==> config.mk <==
export PLATFORM = sky130hd
export DESIGN_NAME = tlv_stream_deframer
export DESIGN_NICKNAME = d
export VERILOG_FILES = /design/src/tsd_pkg.sv /design/src/tsd_front.sv /design/src/tsd_queue.sv /design/src/tsd_back.sv /design/src/tlv_stream_deframer.sv
export SDC_FILE = /design/constraint.sdc
export NUM_CORES = 1
export LEC_CHECK = 0
export ABC_AREA = 1
export BUFFER_PORTS_ARGS = -buffer_cell sky130_fd_sc_hd__buf_2
export CAP_MARGIN = 20
export CORE_MARGIN = 1
export CORE_UTILIZATION = 40
export CTS_CLUSTER_SIZE = 16
export DETAILED_ROUTE_END_ITERATION = 8
export SKIP_LAST_GASP = 1
export SLEW_MARGIN = 20
export SYNTH_ARGS = -nofsm -noshare
export SYNTH_HDL_FRONTEND = slang
export SYNTH_SLANG_ARGS = --single-unit
==> constraint.sdc <==
create_clock -name clk -period 4.9 [get_ports clk]
set_input_delay 0.245 -clock clk [delete_from_list [all_inputs] [get_ports clk]]
set_output_delay 0.245 -clock clk [all_outputs]
set_load 0.01 [all_outputs]
==> src/tsd_pkg.sv <==
// tsd_pkg: shared types and constants for the tlv stream deframer
// used by every module of the block and by its checker
package tsd_pkg;

	localparam int unsigned TSD_QUEUE_DEPTH = 4;
	localparam logic [15:0] FIX_FROM = 16'd3;
	localparam logic [15:0] FIX_TO   = 16'd4;

	typedef enum logic [2:0] {
		PH_IDLE,
		PH_T0,
		PH_T1,
		PH_L0,
		PH_L1,
		PH_VAL
	} phase_t;

	typedef enum logic [1:0] {
		KIND_HEADER = 2'd0,
		KIND_VALUE  = 2'd1,
		KIND_STATUS = 2'd2
	} kind_t;

	typedef enum logic [1:0] {
		ST_NORMAL  = 2'd0,
		ST_OVERRUN = 2'd1,
		ST_ZERO    = 2'd2,
		ST_TRUNC   = 2'd3
	} status_t;

	typedef enum logic [1:0] {
		REG_BIG_ENDIAN = 2'd0,
		REG_ZERO_STOPS = 2'd1,
		REG_FIX_ENABLE = 2'd2,
		REG_FIX_TYPE   = 2'd3
	} reg_index_t;

	typedef struct packed {
		logic        big_endian;
		logic        zero_stops;
		logic        fix_enable;
		logic [15:0] fix_type;
	} cfg_t;

	// one queue entry: a first result and, when two is set, a trailing status
	typedef struct packed {
		kind_t       kind_a;
		logic [15:0] rtype;
		logic [15:0] rlen;
		logic [7:0]  vbyte;
		logic        vlast;
		status_t     status;
		logic        two;
	} entry_t;

endpackage

==> src/tsd_front.sv <==
// tsd_front: byte parser, holds the parse state and classifies each word
// into at most one queue entry; depends on tsd_pkg
module tsd_front import tsd_pkg::*; (
	input  logic        clk,
	input  logic        arst_n,
	input  logic        in_valid,
	output logic        in_stall,
	input  logic [7:0]  data_byte,
	input  logic        buffer_start,
	input  logic [15:0] buffer_length,
	input  cfg_t        cfg,
	input  logic        q_full,
	output logic        push,
	output entry_t      push_entry
);

	phase_t      phase_q, ph, ph_d;
	logic [15:0] bl_q, bl, bl_d, nbl;
	logic [15:0] th_q, th, th_d;
	logic [15:0] lh_q, lh, lh_d;
	logic [15:0] vl_q, vl, vl_d;
	logic [15:0] t_new, l_new, l_fix;
	logic        has;
	logic        accept;
	entry_t      e;

	function automatic entry_t short_hdr(input logic [15:0] t, input logic zrs);
		entry_t r;
		r.rtype  = t;
		r.rlen   = '0;
		r.vbyte  = '0;
		r.vlast  = 1'b0;
		if (zrs && t == 16'd0) begin
			r.kind_a = KIND_STATUS;
			r.status = ST_ZERO;
			r.two    = 1'b0;
		end else begin
			r.kind_a = KIND_HEADER;
			r.status = ST_TRUNC;
			r.two    = 1'b1;
		end
		return r;
	endfunction

	assign accept   = in_valid && !q_full;
	assign in_stall = q_full;
	assign push     = accept && has;
	assign push_entry = e;

	always_comb begin
		ph = phase_q;
		bl = bl_q;
		th = th_q;
		lh = lh_q;
		vl = vl_q;
		if (buffer_start) begin
			bl = buffer_length;
			th = '0;
			lh = '0;
			vl = '0;
			ph = PH_T0;
		end
		nbl   = bl - 16'd1;
		t_new = cfg.big_endian ? {th[15:8], data_byte} : {data_byte, th[7:0]};
		l_new = cfg.big_endian ? {lh[15:8], data_byte} : {data_byte, lh[7:0]};
		l_fix = (cfg.fix_enable && th == cfg.fix_type && l_new == FIX_FROM) ? FIX_TO : l_new;
		ph_d = ph;
		bl_d = bl;
		th_d = th;
		lh_d = lh;
		vl_d = vl;
		has  = 1'b0;
		e.kind_a = KIND_HEADER;
		e.rtype  = th;
		e.rlen   = lh;
		e.vbyte  = '0;
		e.vlast  = 1'b0;
		e.status = ST_NORMAL;
		e.two    = 1'b0;
		if (buffer_start && buffer_length == 16'd0) begin
			has      = 1'b1;
			e.kind_a = KIND_STATUS;
			ph_d     = PH_IDLE;
		end else if (ph == PH_IDLE || bl == 16'd0) begin
			ph_d = PH_IDLE;
		end else begin
			bl_d = nbl;
			unique case (ph)
				PH_T0: begin
					if (bl == 16'd1) begin
						th_d = '0;
						lh_d = '0;
						has  = 1'b1;
						e    = short_hdr(16'd0, cfg.zero_stops);
						ph_d = PH_IDLE;
					end else begin
						th_d = cfg.big_endian ? {data_byte, 8'd0} : {8'd0, data_byte};
						ph_d = PH_T1;
					end
				end
				PH_T1: begin
					th_d = t_new;
					if (nbl < 16'd2) begin
						lh_d = '0;
						has  = 1'b1;
						e    = short_hdr(t_new, cfg.zero_stops);
						ph_d = PH_IDLE;
					end else begin
						ph_d = PH_L0;
					end
				end
				PH_L0: begin
					lh_d = cfg.big_endian ? {data_byte, 8'd0} : {8'd0, data_byte};
					ph_d = PH_L1;
				end
				PH_L1: begin
					has = 1'b1;
					if (cfg.zero_stops && th == 16'd0 && l_new == 16'd0) begin
						lh_d     = l_new;
						e.rlen   = l_new;
						e.kind_a = KIND_STATUS;
						e.status = ST_ZERO;
						ph_d     = PH_IDLE;
					end else if (l_fix > nbl) begin
						lh_d     = l_fix;
						e.rlen   = l_fix;
						e.kind_a = KIND_STATUS;
						e.status = ST_OVERRUN;
						ph_d     = PH_IDLE;
					end else begin
						lh_d   = l_fix;
						e.rlen = l_fix;
						if (l_fix == 16'd0) begin
							if (nbl == 16'd0) begin
								e.two = 1'b1;
								ph_d  = PH_IDLE;
							end else begin
								ph_d = PH_T0;
							end
						end else begin
							vl_d = l_fix;
							ph_d = PH_VAL;
						end
					end
				end
				PH_VAL: begin
					has      = 1'b1;
					e.kind_a = KIND_VALUE;
					e.vbyte  = data_byte;
					e.vlast  = (vl <= 16'd1);
					vl_d     = (vl != 16'd0) ? vl - 16'd1 : 16'd0;
					if (vl_d == 16'd0) begin
						if (nbl == 16'd0) begin
							e.two = 1'b1;
							ph_d  = PH_IDLE;
						end else begin
							ph_d = PH_T0;
						end
					end
				end
				default: begin
					ph_d = PH_IDLE;
				end
			endcase
		end
	end

	always_ff @(posedge clk or negedge arst_n) begin
		if (!arst_n) begin
			phase_q <= PH_IDLE;
			bl_q    <= '0;
			th_q    <= '0;
			lh_q    <= '0;
			vl_q    <= '0;
		end else if (accept) begin
			phase_q <= ph_d;
			bl_q    <= bl_d;
			th_q    <= th_d;
			lh_q    <= lh_d;
			vl_q    <= vl_d;
		end
	end

endmodule

==> src/tsd_queue.sv <==
// tsd_queue: small register fifo of parsed entries between front and back
// depends on tsd_pkg
module tsd_queue import tsd_pkg::*; #(
	parameter int unsigned DEPTH = TSD_QUEUE_DEPTH
) (
	input  logic   clk,
	input  logic   arst_n,
	input  logic   push,
	input  entry_t push_entry,
	input  logic   pop,
	output entry_t head,
	output logic   full,
	output logic   empty
);

	localparam int unsigned PTR_W = (DEPTH > 1) ? $clog2(DEPTH) : 1;
	localparam int unsigned CNT_W = $clog2(DEPTH + 1);

	entry_t             mem_q [DEPTH];
	logic [PTR_W-1:0]   wr_q, rd_q;
	logic [CNT_W-1:0]   cnt_q;

	function automatic logic [PTR_W-1:0] next_ptr(input logic [PTR_W-1:0] p);
		return (p == PTR_W'(DEPTH - 1)) ? '0 : p + PTR_W'(1);
	endfunction

	assign full  = (cnt_q == CNT_W'(DEPTH));
	assign empty = (cnt_q == '0);
	assign head  = mem_q[rd_q];

	always_ff @(posedge clk) begin
		if (push) begin
			mem_q[wr_q] <= push_entry;
		end
	end

	always_ff @(posedge clk or negedge arst_n) begin
		if (!arst_n) begin
			wr_q  <= '0;
			rd_q  <= '0;
			cnt_q <= '0;
		end else begin
			if (push) begin
				wr_q <= next_ptr(wr_q);
			end
			if (pop) begin
				rd_q <= next_ptr(rd_q);
			end
			if (push && !pop) begin
				cnt_q <= cnt_q + CNT_W'(1);
			end else if (pop && !push) begin
				cnt_q <= cnt_q - CNT_W'(1);
			end
		end
	end

endmodule

==> src/tsd_back.sv <==
// tsd_back: expands queue entries into result words and holds the output register
// depends on tsd_pkg
module tsd_back import tsd_pkg::*; (
	input  logic        clk,
	input  logic        arst_n,
	input  entry_t      head,
	input  logic        q_empty,
	output logic        pop,
	output logic        out_valid,
	input  logic        out_stall,
	output logic [1:0]  result_kind,
	output logic [15:0] record_type,
	output logic [15:0] record_length,
	output logic [7:0]  value_byte,
	output logic        value_last,
	output logic [1:0]  end_status,
	output logic        last
);

	logic    valid_q;
	logic    sub_q;
	logic    load;
	logic    take;
	kind_t   kind_q;
	logic [15:0] type_q, len_q;
	logic [7:0]  vbyte_q;
	logic        vlast_q;
	status_t     status_q;
	logic        last_q;

	assign load = !valid_q || !out_stall;
	assign take = load && !q_empty;
	assign pop  = take && (sub_q || !head.two);

	always_ff @(posedge clk or negedge arst_n) begin
		if (!arst_n) begin
			valid_q <= 1'b0;
			sub_q   <= 1'b0;
		end else if (load) begin
			valid_q <= !q_empty;
			if (take) begin
				sub_q <= head.two && !sub_q;
			end
		end
	end

	always_ff @(posedge clk) begin
		if (take) begin
			type_q <= head.rtype;
			len_q  <= head.rlen;
			if (sub_q) begin
				kind_q   <= KIND_STATUS;
				vbyte_q  <= '0;
				vlast_q  <= 1'b0;
				status_q <= head.status;
				last_q   <= 1'b1;
			end else begin
				kind_q   <= head.kind_a;
				vbyte_q  <= head.vbyte;
				vlast_q  <= head.vlast;
				status_q <= (head.kind_a == KIND_STATUS) ? head.status : ST_NORMAL;
				last_q   <= !head.two;
			end
		end
	end

	assign out_valid     = valid_q;
	assign result_kind   = kind_q;
	assign record_type   = type_q;
	assign record_length = len_q;
	assign value_byte    = vbyte_q;
	assign value_last    = vlast_q;
	assign end_status    = status_q;
	assign last          = last_q;

endmodule

==> src/tlv_stream_deframer.sv <==
// tlv_stream_deframer: top level, configuration registers, front parser,
// entry queue and result back end; depends on tsd_pkg, tsd_front, tsd_queue, tsd_back
// Takes one buffer word per cycle, unless in_stall is raised because the queue is full, and
// parses it as 16-bit type / 16-bit length records in the byte order set by register 0. The
// front parser writes at most one entry per word to a QUEUE_DEPTH-entry queue; the back end
// turns entries into result words, one per cycle unless out_stall holds the output. A word
// that gives two results (a header or last value byte followed by an end status) takes two
// result words at the output, and the queue absorbs that. The first result of a word passes
// through the queue and then the output register before it is on the output. Register writes
// are always ready and take effect on the next word.
module tlv_stream_deframer import tsd_pkg::*; #(
	parameter int unsigned QUEUE_DEPTH = TSD_QUEUE_DEPTH
) (
	input  logic        clk,
	input  logic        arst_n,
	input  logic        in_valid,
	output logic        in_stall,
	input  logic [7:0]  data_byte,
	input  logic        buffer_start,
	input  logic [15:0] buffer_length,
	input  logic        cfg_valid,
	output logic        cfg_ready,
	input  logic [1:0]  cfg_index,
	input  logic [15:0] cfg_data,
	output logic        out_valid,
	input  logic        out_stall,
	output logic [1:0]  result_kind,
	output logic [15:0] record_type,
	output logic [15:0] record_length,
	output logic [7:0]  value_byte,
	output logic        value_last,
	output logic [1:0]  end_status,
	output logic        last
);

	cfg_t   cfg_q;
	logic   push, pop, q_full, q_empty;
	entry_t push_entry, head;

	assign cfg_ready = 1'b1;

	always_ff @(posedge clk or negedge arst_n) begin
		if (!arst_n) begin
			cfg_q.big_endian <= 1'b0;
			cfg_q.zero_stops <= 1'b1;
			cfg_q.fix_enable <= 1'b0;
			cfg_q.fix_type   <= '0;
		end else if (cfg_valid && cfg_ready) begin
			unique case (reg_index_t'(cfg_index))
				REG_BIG_ENDIAN: cfg_q.big_endian <= cfg_data[0];
				REG_ZERO_STOPS: cfg_q.zero_stops <= cfg_data[0];
				REG_FIX_ENABLE: cfg_q.fix_enable <= cfg_data[0];
				REG_FIX_TYPE:   cfg_q.fix_type   <= cfg_data;
				default: begin
				end
			endcase
		end
	end

	tsd_front u_front (
		.clk          (clk),
		.arst_n       (arst_n),
		.in_valid     (in_valid),
		.in_stall     (in_stall),
		.data_byte    (data_byte),
		.buffer_start (buffer_start),
		.buffer_length(buffer_length),
		.cfg          (cfg_q),
		.q_full       (q_full),
		.push         (push),
		.push_entry   (push_entry)
	);

	tsd_queue #(
		.DEPTH(QUEUE_DEPTH)
	) u_queue (
		.clk       (clk),
		.arst_n    (arst_n),
		.push      (push),
		.push_entry(push_entry),
		.pop       (pop),
		.head      (head),
		.full      (q_full),
		.empty     (q_empty)
	);

	tsd_back u_back (
		.clk          (clk),
		.arst_n       (arst_n),
		.head         (head),
		.q_empty      (q_empty),
		.pop          (pop),
		.out_valid    (out_valid),
		.out_stall    (out_stall),
		.result_kind  (result_kind),
		.record_type  (record_type),
		.record_length(record_length),
		.value_byte   (value_byte),
		.value_last   (value_last),
		.end_status   (end_status),
		.last         (last)
	);

endmodule

== Word-level counts from Yosys, hierarchy flattened ==
Memory sizes are Yosys's and may differ from the RTL's.
Index checks and enable logic that the tools add are counted.
W data, S select, Z words.

* Output and inout port bits: 49
* Memories: 1
* Word-level logic and storage cells: 164
* RAM bits: 184
* Bits in registers: 141
* Bits of input ports: 48

* Reduce and logical (&&, ||, !) cells: 43
* Muxes and demuxes: 75
* Order comparisons: 3
* Equal/unequal tests: 15
* Add/sub/neg operators: 6

{| class="wikitable"
|+ Memories
! memory !! depth !! bits a word !! rd ports !! clocked after Yosys merged registers in !! wr ports !! line !! source
|-
| u_queue.mem_q || 4 || 46 || 1 || 0 || 1 || tsd_queue.sv:19 || <nowiki>entry_t mem_q [DEPTH];</nowiki>
|}

{| class="wikitable"
|+ Operators with widths
! cell !! count
|-
| $mux W16 || 24
|-
| $mux W46 || 3
|-
| $logic_not A16 Y1 || 8
|-
| $pmux W16 S2 || 3
|-
| $pmux W16 S4 || 1
|-
| $pmux W16 S3 || 1
|-
| $mux W44 || 1
|-
| $sub A16 B1 Y16 const B || 2
|-
| $mux W2 || 14
|-
| $mux W3 || 9
|-
| $pmux W9 S3 || 1
|-
| $eq A16 B1 Y1 const B || 1
|-
| $eq A16 B16 Y1 || 1
|-
| $eq A16 B2 Y1 const B || 1
|-
| $gt A16 B16 Y1 || 1
|-
| $le A16 B1 Y1 const B || 1
|-
| $lt A16 B2 Y1 const B || 1
|-
| $reduce_bool A16 Y1 || 1
|-
| $pmux W3 S5 || 1
|-
| $logic_and A1 B1 Y1 || 13
|-
| $mux W1 || 13
|-
| $eq A2 B2 Y1 const B || 5
|-
| $reduce_and A2 Y1 || 5
|-
| $eq A3 B3 Y1 const B || 3
|-
| 16 further kinds || 28
|}

== Longest topological paths before layout ==
Gate-level depths: netlist of run 1.

* Depth after elaboration: 12
* Mapped depth: 33
* Mapped depth without buffers: 31

== By module ==
A second synthesis of run 1 with hierarchy kept.

* Cells, all modules: 2116
* Area, all modules: 17991.0 µm²

{| class="wikitable"
|+ Modules (own cells, without submodules)
! module !! sequential area each (µm²) !! times used !! area each (µm²) !! cells each
|-
| tsd_front || 1676.6 || 1 || 7812.5 || 1348
|-
| tsd_queue || 5700.5 || 1 || 7767.4 || 589
|-
| tsd_back || 1431.4 || 1 || 1592.8 || 87
|-
| tlv_stream_deframer || 476.7 || 1 || 818.3 || 92
|}

== Worst setup path before layout of run 1 ==
Ideal clock, no wire load.

* Path type: input to register
* Start: input buffer_start
* End: memory u_queue.mem_q[0][0] (netlist name) (enable)
* Data required time: 4.450 ns
* Stages on the path: 18
* Library setup time: 0.450 ns
* Data arrival time: 4.365 ns
* Buffers on the path: 2
* Setup slack: 0.085 ns
* Path through: buf_6 -> buf_6 -> o21ai_2 -> ha_1 -> inv_1 -> nor2_1 -> inv_1 -> nor2_2 -> nand4_1 -> xor2_1 -> nand4_2 -> nor2_4 -> nand3_1 -> nand3_1 -> nand2_1 -> nand2_1 -> nand2_2 -> nor2_1

* Cells in the longest elaborated chain, start to end: 10
* Elaborated cells between the ends (all ways): 22
* Those cells by class: add/sub: 1; order compare: 1; eq/ne: 5; mux: 9; reduce/logical: 6

{| class="wikitable"
|+ RTL lines
! item !! line !! source
|-
| start, declared || tlv_stream_deframer.sv:19 || <nowiki>input logic buffer_start,</nowiki>
|-
| $mux W16 || tsd_front.sv:56 || <nowiki>if (buffer_start) begin</nowiki>
|-
| $sub A16 B1 Y16 || tsd_front.sv:63 || <nowiki>nbl = bl - 16'd1;</nowiki>
|-
| $lt A16 B2 Y1 || tsd_front.sv:103 || <nowiki>if (nbl < 16'd2) begin</nowiki>
|-
| $mux W1 || tsd_front.sv:103 ||
|-
| $pmux W1 S3 || tsd_front.sv:88 || <nowiki>unique case (ph)</nowiki>
|-
| $mux W1 || tsd_front.sv:84 || <nowiki>end else if (ph == PH_IDLE || bl == 16'd0) begin</nowiki>
|-
| $mux W1 (*) || tsd_front.sv:80 || <nowiki>if (buffer_start && buffer_length == 16'd0) begin</nowiki>
|-
| $logic_and A1 B1 Y1 (*) || tsd_front.sv:47 || <nowiki>assign push = accept && has;</nowiki>
|-
| $mux W1 (*) || tsd_queue.sv:32 || <nowiki>if (push) begin</nowiki>
|-
| $mux W1 (not written as such) (*) || tsd_queue.sv:33 || <nowiki>mem_q[wr_q] <= push_entry;</nowiki>
|-
| end, declared || tsd_queue.sv:19 ||
|}

Mark *: on every way between the ends. The rest lies on a longest branch, timed or not.

== Worst setup path after layout of run 1 ==
* Start: register u_front.bl_q[0]
* End: register u_queue.cnt_q[2]

* Cells in the longest elaborated chain, start to end: 11
* Elaborated cells between the ends (all ways): 17
* Those cells by class: add/sub: 1; order compare: 1; eq/ne: 1; mux: 7; reduce/logical: 7

{| class="wikitable"
|+ RTL lines
! item !! line !! source
|-
| start, declared || tsd_front.sv:18 || <nowiki>logic [15:0] bl_q, bl, bl_d, nbl;</nowiki>
|-
| start signal, assigned || tsd_front.sv:177 || <nowiki>bl_q <= bl_d;</nowiki>
|-
| $mux W16 (*) || tsd_front.sv:56 ||
|-
| $sub A16 B1 Y16 || tsd_front.sv:63 ||
|-
| $lt A16 B2 Y1 || tsd_front.sv:103 ||
|-
| $mux W1 || tsd_front.sv:103 ||
|-
| $pmux W1 S3 || tsd_front.sv:88 ||
|-
| $mux W1 (*) || tsd_front.sv:84 ||
|-
| $mux W1 (*) || tsd_front.sv:80 ||
|-
| $logic_and A1 B1 Y1 (*) || tsd_front.sv:47 ||
|-
| net push || tlv_stream_deframer.sv:37 || <nowiki>logic push, pop, q_full, q_empty;</nowiki>
|-
| $logic_not A1 Y1 || tsd_queue.sv:51 || <nowiki>end else if (pop && !push) begin</nowiki>
|-
| $logic_and A1 B1 Y1 || tsd_queue.sv:51 ||
|-
| $reduce_bool A2 Y1 (no line) || n/a ||
|-
| end signal, assigned || tsd_queue.sv:50 || <nowiki>cnt_q <= cnt_q + CNT_W'(1);</nowiki>
|-
| end signal, assigned || tsd_queue.sv:52 || <nowiki>cnt_q <= cnt_q - CNT_W'(1);</nowiki>
|-
| end, declared || tsd_queue.sv:21 || <nowiki>logic [CNT_W-1:0] cnt_q;</nowiki>
|}

The timed path passes the listed nets; every way through them passes the cells marked *.
A chain may end at the register's enable or synchronous reset.

==> results of run 1 <==
## state kept, by name, summed over array words and instances (netlist names), 8 cells and up
name / cells
u_front.th_q: 16
u_front.bl_q: 16
u_front.lh_q: 16
u_queue.mem_q: 184
u_back.record_type: 16
u_back.record_length: 16
u_front.vl_q: 16
cfg_q: 19
u_back.value_byte: 8
## layout make-up
class	count	area [µm²]
clock buffers	48	976
clock inverters	18	206
fillers	4027	22400
inverters	204	768
multi-input cells	1277	6480
flip-flops and latches	325	9290
well taps	539	674
repair buffers	150	1020
## power groups by stage
stage	clock network (W)	logic, W	registers [W]
after detailed placement	0	0.00317	0.00394
after CTS	0.00279	0.00320	0.00389
after global routing	0.00290	0.00356	0.00394
after floorplan	0	0.00205	0.00392
after global placement	0	0.00311	0.00393
final	0.00272	0.00319	0.00388
## layout by cell type (no fill, tap or decap), types with 16 or more instances in the layout
master / n
sky130_fd_sc_hd__o21ai_1: 18
sky130_fd_sc_hd__buf_4: 26
sky130_fd_sc_hd__dfrtp_1: 93
sky130_fd_sc_hd__nand3_1: 60
sky130_fd_sc_hd__a21oi_1: 106
sky130_fd_sc_hd__edfxtp_1: 230
sky130_fd_sc_hd__inv_1: 192
sky130_fd_sc_hd__dlygate4sd3_1: 25
sky130_fd_sc_hd__xor2_1: 16
sky130_fd_sc_hd__o21ai_0: 171
sky130_fd_sc_hd__ha_1: 26
sky130_fd_sc_hd__nand4_1: 31
sky130_fd_sc_hd__o22ai_1: 65
sky130_fd_sc_hd__buf_2: 94
sky130_fd_sc_hd__o211ai_1: 29
sky130_fd_sc_hd__nor2_1: 233
sky130_fd_sc_hd__nand2_1: 408
sky130_fd_sc_hd__clkbuf_16: 36
## metrics by stage
stage               instances  hold WS, ns  cell area (µm²)  power (W)  worst slack (ns)
finish                   2561       0.0466            19400    0.00980             0.720
global route             2561       0.0575            19400     0.0104             0.449
CTS                      2561       0.0317            19400    0.00987             0.714
detailed placement       2470        0.404            18000    0.00710             0.324
global placement         2470        0.398            18000    0.00704             0.423
floorplan                1899      -0.0506            16900    0.00597            0.0851
## worst paths after layout
path | startpoint | end | slack [ns] | cells past startpoint
max in group asynchronous | arst_n | u_front.bl_q[7] | 3.46 | 3
min in group asynchronous | arst_n | u_front.vl_q[7] | 0.33 | 2
min reg2reg | u_front.vl_q[2] | u_front.vl_q[2] | 0.49 | 2
max reg2reg | u_front.bl_q[0] | u_queue.cnt_q[2] | 0.72 | 22
min | in_valid | u_front.vl_q[11] | 0.05 | 5
max | u_front.bl_q[0] | u_queue.cnt_q[2] | 0.72 | 22
## logic make-up after synthesis
family / Yosys count / share of synthesized area
xor gates and xnor gates: 21 / 0.0117
muxes: 7 / 0.00465
other: 1 / 0.000221
and+or+nand+nor: 789 / 0.192
adders and majority gates: 27 / 0.0204
AOI/OAI and AO/OA: 432 / 0.151
DFF: 325 / 0.548
buffers and inverters: 297 / 0.0718
## layer usage
layer | part of all wire | routed length (µm)
met1 | 0.44 | 22000
met3 | 0.065 | 3250
met4 | 0.027 | 1340
met2 | 0.46 | 23100
met5 | 0.00026 | 13
## worst reg2reg max path: stages, from the launching register on
cell and delay, ns:
sky130_fd_sc_hd__dfrtp_1 0.38, sky130_fd_sc_hd__o21ai_2 0.26, sky130_fd_sc_hd__ha_1 0.24, sky130_fd_sc_hd__inv_1 0.05, sky130_fd_sc_hd__nor2_1 0.09, sky130_fd_sc_hd__inv_1 0.08
sky130_fd_sc_hd__nor2_2 0.20, sky130_fd_sc_hd__nand4_1 0.12, sky130_fd_sc_hd__xor2_1 0.31, sky130_fd_sc_hd__nand4_2 0.20, sky130_fd_sc_hd__nor2_4 0.17, sky130_fd_sc_hd__nand3_1 0.25
sky130_fd_sc_hd__nand3_1 0.18, sky130_fd_sc_hd__nand2_1 0.06, sky130_fd_sc_hd__nand2_1 0.15, sky130_fd_sc_hd__nand2_2 0.20, sky130_fd_sc_hd__inv_2 0.14, sky130_fd_sc_hd__ha_1 0.15
sky130_fd_sc_hd__inv_1 0.07, sky130_fd_sc_hd__fa_1 0.37, sky130_fd_sc_hd__a21oi_1 0.15, sky130_fd_sc_hd__o21ai_0 0.11, sky130_fd_sc_hd__xor2_1 0.15
## timing repair
item	CTS	global route
endpoints found under the hold margin	70	0
buffers inserted	0	0
hold buffers	25	0
endpoints found under the setup margin	0	0
==> flow_metrics.tcl, run 1 <==
set metrics [dict create \
    numClockSinks 325 \
    p_sw_frac 0.372 \
    route.detailed.drc 0 \
    maxClockFrequency_ghz 0.239 \
    run_status "finished clean" \
    end_kind "flip-flop" \
    firstDrtPassIters 5 \
    die_y_um 208 \
    cap_violations 0 \
    clk_latency_ns 0.57 \
    resized_cells_post_cts 0 \
    routed_wirelength_mm 49.6 \
    initial_core_util 0.405 \
    layout-drive-gt1-share 0.127 \
    final_nets 2069 \
    cp.buffers_inverters 4 \
    setup_viol 0 \
    worstMarginPinSlew_ns 1.02 \
    clk_pin_slew_ns 0.06 \
    timing.critical_path.mode_cell "sky130_fd_sc_hd__inv_1" \
    clock-skew-final_ns 0.0229 \
    cts_max_level 2 \
    postRouteAntennaNets 0 \
    portBuffers 95 \
    ys_top_cells_by_area "sky130_fd_sc_hd__edfxtp_1, sky130_fd_sc_hd__dfrtp_1, sky130_fd_sc_hd__nand2_1" \
    synth_most_common_cell "sky130_fd_sc_hd__nand2_1" \
    timing.critical_path.slowest_cell_delay_ns 0.38 \
    die_width_um 208 \
    grt_pass1_wl_mm 78.1 \
    grtUsageTotal 0.232 \
    p_per_area_mw_per_mm2 505 \
    route.vias.total 13900 \
    maxSlewHeadroom 0.320 \
    yosys.area.top_type "sky130_fd_sc_hd__edfxtp_1" \
    cts.path.max_buffers 3 \
    gr-usage-met2 0.375 \
    async_flop_share 0.292 \
    gr-usage-met3 0.0375 \
    yosysTopAreaCellShare 0.408 \
    synth-edff-count 230 \
    yosys-top-cells-count "sky130_fd_sc_hd__nand2_1, sky130_fd_sc_hd__nor2_1, sky130_fd_sc_hd__edfxtp_1, sky130_fd_sc_hd__inv_1, sky130_fd_sc_hd__o21ai_0" \
    syn2layout_area_growth_pct 14.6 \
    yosys_most_used_dff "sky130_fd_sc_hd__edfxtp_1" \
    crit_path_max_fanout 5 \
    grt.busiest_layer "met2" \
    worstPathRequired_ns 5.34 \
    gp_congestion 0.949 \
    clock_tree_from_tritoncts "yes" \
    dr.first_iter.drc_count 1232 \
    crit_family "simple AND/OR/NAND/NOR gates" \
    utilization 0.464 \
    critPathArrivalTime_ns 4.62 \
    timing.hold.worst.class "in -> reg" \
    crit_path_class "reg -> reg" \
    rsz0062_at_grt "no" \
    detailedPlacementHpwl_mm 33.1 \
    combPwrFrac 0.326 \
    antenna-diode-count 0 \
    syn-instance-count 1899 \
    share_seq_of_total_power 0.396 \
    syn_nets 1974 \
    vias_per_cell 5.43 \
    post_synth_instance_area_mm2 0.0169 \
    grt_start_max_net_pins 69 \
    finalCritPeriodShare 0.853 \
    crit_path_top_delay_cell "sky130_fd_sc_hd__dfrtp_1" \
    syn_avg_cell_area_um2 8.92 \
    core.rowCount 75 \
    first_global_vias 13700 \
    fp.dieArea_mm2 0.0432 \
    clk_root_buffer_cell "sky130_fd_sc_hd__clkbuf_16" \
    switchingPower_w 0.00365 \
    final.min_clock_period_ns 4.18 \
    yosys_register_bits 325 \
    numCtsBuffers 36 \
    power.clock.fraction 0.278 \
    coreArea_mm2 0.0419 \
    count_of_pins_over_their_slew_limit 0 \
    met1_track_demand_over_resource 0.317 \
    ys_warn_count 0 \
    grt_overflow 0 \
    worst_setup_path_start_kind "flip-flop" \
    floorplan.io_pins 97 \
    static-leakage-power_nw 8.41 \
    internal-power_w 0.00615 \
    tns_ns 0 \
    ordered_cell_list_for_the_critical_path "o21ai_2, ha_1, inv_1, nor2_1, inv_1, nor2_2, nand4_1, xor2_1, nand4_2, nor2_4, nand3_1, nand3_1, nand2_1, nand2_1, nand2_2, inv_2, ha_1, inv_1, fa_1, a21oi_1, o21ai_0, xor2_1" \
    drt-wirelength-per-cell_um 19.4 \
    timing_hold_violations_final 0 \
    grt_antenna_before_repair 1 \
    number_of_distinct_library_cells_after_synthesis 58 \
    yosysSeqAreaShare 0.548 \
    peakVddDrop_mv 0.285 \
]
Power figures use the tool's default switching activity.
==> run 2, diff against run 1 <==
CELL_PAD_IN_SITES_DETAIL_PLACEMENT = 1   (was unset)
CELL_PAD_IN_SITES_GLOBAL_PLACEMENT = 2   (was unset)
CORE_UTILIZATION = 35   (was 40)
PLACE_DENSITY_LB_ADDON = 0.1   (was unset)
==> flow_metrics.tcl, run 2 (same netlist as run 1, synthesis figures left out) <==
set metrics [dict create \
    gp_congestion 0.833 \
    timing_hold_violations_final 0 \
    firstDrtPassIters 5 \
    critPathArrivalTime_ns 4.75 \
    initial_core_util 0.355 \
    timing.final.ws_setup_ns 0.411 \
    grt_pass1_wl_mm 88.7 \
    regMostFlops "u_queue.mem_q" \
    power.clock.fraction 0.283 \
    timing.hold.ws_ns 0.0450 \
    cts_max_level 2 \
    worstMarginPinSlew_ns 0.997 \
    cap_violations 0 \
    cts.path.max_buffers 3 \
    timing.hold.worst.class "in -> reg" \
    clock_tree_from_tritoncts "yes" \
    worstPathRequired_ns 5.17 \
    peakVddDrop_mv 0.317 \
    dr.first_iter.drc_count 745 \
    fp.dieArea_mm2 0.0493 \
    routed_wirelength_mm 57.2 \
    crit_path_max_fanout 19 \
    finalCritPeriodShare 0.916 \
    timing.critical_path.mode_cell "sky130_fd_sc_hd__nand2_1" \
    layout.cells.most_common "sky130_fd_sc_hd__nand2_1" \
    die_y_um 222 \
    first_global_vias 14800 \
    tns_ns 0 \
    die_width_um 222 \
    numClockSinks 325 \
    clk_root_buffer_cell "sky130_fd_sc_hd__clkbuf_16" \
    fillCellCount 5546 \
    internal-power_w 0.00626 \
    numCtsBuffers 38 \
    switchingPower_w 0.00374 \
    crit_path_class "reg -> reg" \
    setup_viol 0 \
    grt_overflow 0 \
    grtUsageTotal 0.235 \
    core.rowCount 80 \
    drt-wirelength-per-cell_um 21.6 \
    grt_start_max_net_pins 93 \
    layout-drive-gt1-share 0.133 \
    final_nets 2081 \
    share_seq_of_total_power 0.383 \
    maxSlewHeadroom 0.335 \
    grt_antenna_before_repair 0 \
    syn2layout_area_growth_pct 15.6 \
    crit_family "simple AND/OR/NAND/NOR gates" \
    cp.buffers_inverters 4 \
    clk_pin_slew_ns 0.06 \
    p_sw_frac 0.374 \
    post_cts.repair.setup_buffers 0 \
    worst_setup_path_start_kind "flip-flop" \
    rsz0062_at_grt "no" \
    crit_path_top_delay_cell "sky130_fd_sc_hd__inv_1" \
    floorplan.io_pins 97 \
    static-leakage-power_nw 8.47 \
    worst_slack_after_detailed_placement_ns 0.185 \
    flip_flop_count_of_the_largest_register_after_layout 184 \
    timing.critical_path.slowest_cell_delay_ns 0.52 \
    vias_per_cell 5.25 \
    layout_common_cells "sky130_fd_sc_hd__nand2_1, sky130_fd_sc_hd__nor2_1, sky130_fd_sc_hd__edfxtp_1, sky130_fd_sc_hd__inv_1, sky130_fd_sc_hd__o21ai_0" \
    clock-skew-final_ns 0.0212 \
    ordered_cell_list_for_the_critical_path "inv_1, nand2_1, nand2_1, nor2_1, nand4_1, nor2_1, nand2_1, inv_1, nor2_1, inv_1, ha_1, nand2_1, inv_1, nand3_1, nand2_1, nand2_1, nand2_1, nand2_1, nand2_2, nand2_2, nand2_1, a21oi_1, o21ai_0" \
    combPwrFrac 0.333 \
    layout_top_registers "u_queue.mem_q x184, cfg_q x19" \
    maxClockFrequency_ghz 0.223 \
    p_per_area_mw_per_mm2 511 \
    count_of_pins_over_their_slew_limit 0 \
    coreArea_mm2 0.0477 \
    detailedPlacementHpwl_mm 39.7 \
    run_status "finished clean" \
    postRouteAntennaNets 0 \
    end_kind "flip-flop" \
    clk_latency_ns 0.56 \
    resized_cells_post_cts 0 \
    final.min_clock_period_ns 4.49 \
    route.vias.total 13900 \
    portBuffers 95 \
    route.detailed.drc 0 \
]
run 2: cell types whose count changed in the layout (fill, tap and decap cells not counted), sizes merged, moves of 2 or more:
cell / change
dlygate4sd3: -2
buf: +12
inv: -4
clkbuf: +9
run 2: worst paths after layout:
check,startpoint,to,slack (ns),cells past startpoint
max,cfg_q[18],u_queue.mem_q[1][45],0.41,23
min,cfg_data[0],cfg_q[0],0.04,3
max reg2reg,cfg_q[18],u_queue.mem_q[1][45],0.41,23
min reg2reg,u_front.vl_q[1],u_front.vl_q[1],0.48,2
max in group asynchronous,arst_n,cfg_q[14],3.35,3
min in group asynchronous,arst_n,u_back.sub_q,0.21,2
run 2: per-layer routing:
metal  vias up  track usage  part of all wire
met2       251        0.400              0.48
met1      6914        0.312              0.46
li1       6659            -                 -
met4         0       0.0708             0.028
met5         -            0                 0
met3        94       0.0298             0.033
run 2: power groups by stage:
stage	sequential [W]	combinational (W)	clock [W]
floorplan	0.00392	0.00205	0
global placement	0.00388	0.00328	0
detailed placement	0.00389	0.00336	0
CTS	0.00384	0.00338	0.00292
global route	0.00389	0.00372	0.00301
finish	0.00383	0.00334	0.00283
run 2: cell type report:
| type | instances | area [µm²] | share of cell area |
|---|---|---|---|
| sequential | 325 | 9290 | 0.474 |
| multi-input combinational | 1277 | 6480 | 0.331 |
| clock buffer | 57 | 1100 | 0.0564 |
| timing repair buffer | 160 | 1020 | 0.0523 |
| inverter | 204 | 769 | 0.0393 |
| tap | 615 | 769 | 0.0393 |
| clock inverter | 13 | 146 | 0.00748 |
| antenna | 1 | 2.50 | 0.000128 |
run 2: timing repair:
action                                 CTS  global route
setup endpoints to repair                0             0
hold buffers                            23             0
endpoints found under the hold margin   50             0
run 2: stage by stage:
| step | area (µm²) | power, W | instances | utilization |
|---|---|---|---|---|
| 2_1_floorplan | 16900 | 0.00597 | 1899 | - |
| 3_3_place_gp | 18100 | 0.00717 | 2558 | 0.379 |
| 3_5_place_dp | 18100 | 0.00725 | 2558 | 0.379 |
| 4_1_cts | 19600 | 0.0101 | 2651 | 0.410 |
| 5_1_grt | 19600 | 0.0106 | 2651 | 0.410 |
| 6_report | 19600 | 0.0100 | 2652 | 0.410 |
run 2: worst min-delay path: cells and delay by family:
kind,cells,cell delay [ns]
buffers and inverters,2,0.19
AO/OA/AOI/OAI,1,0.11
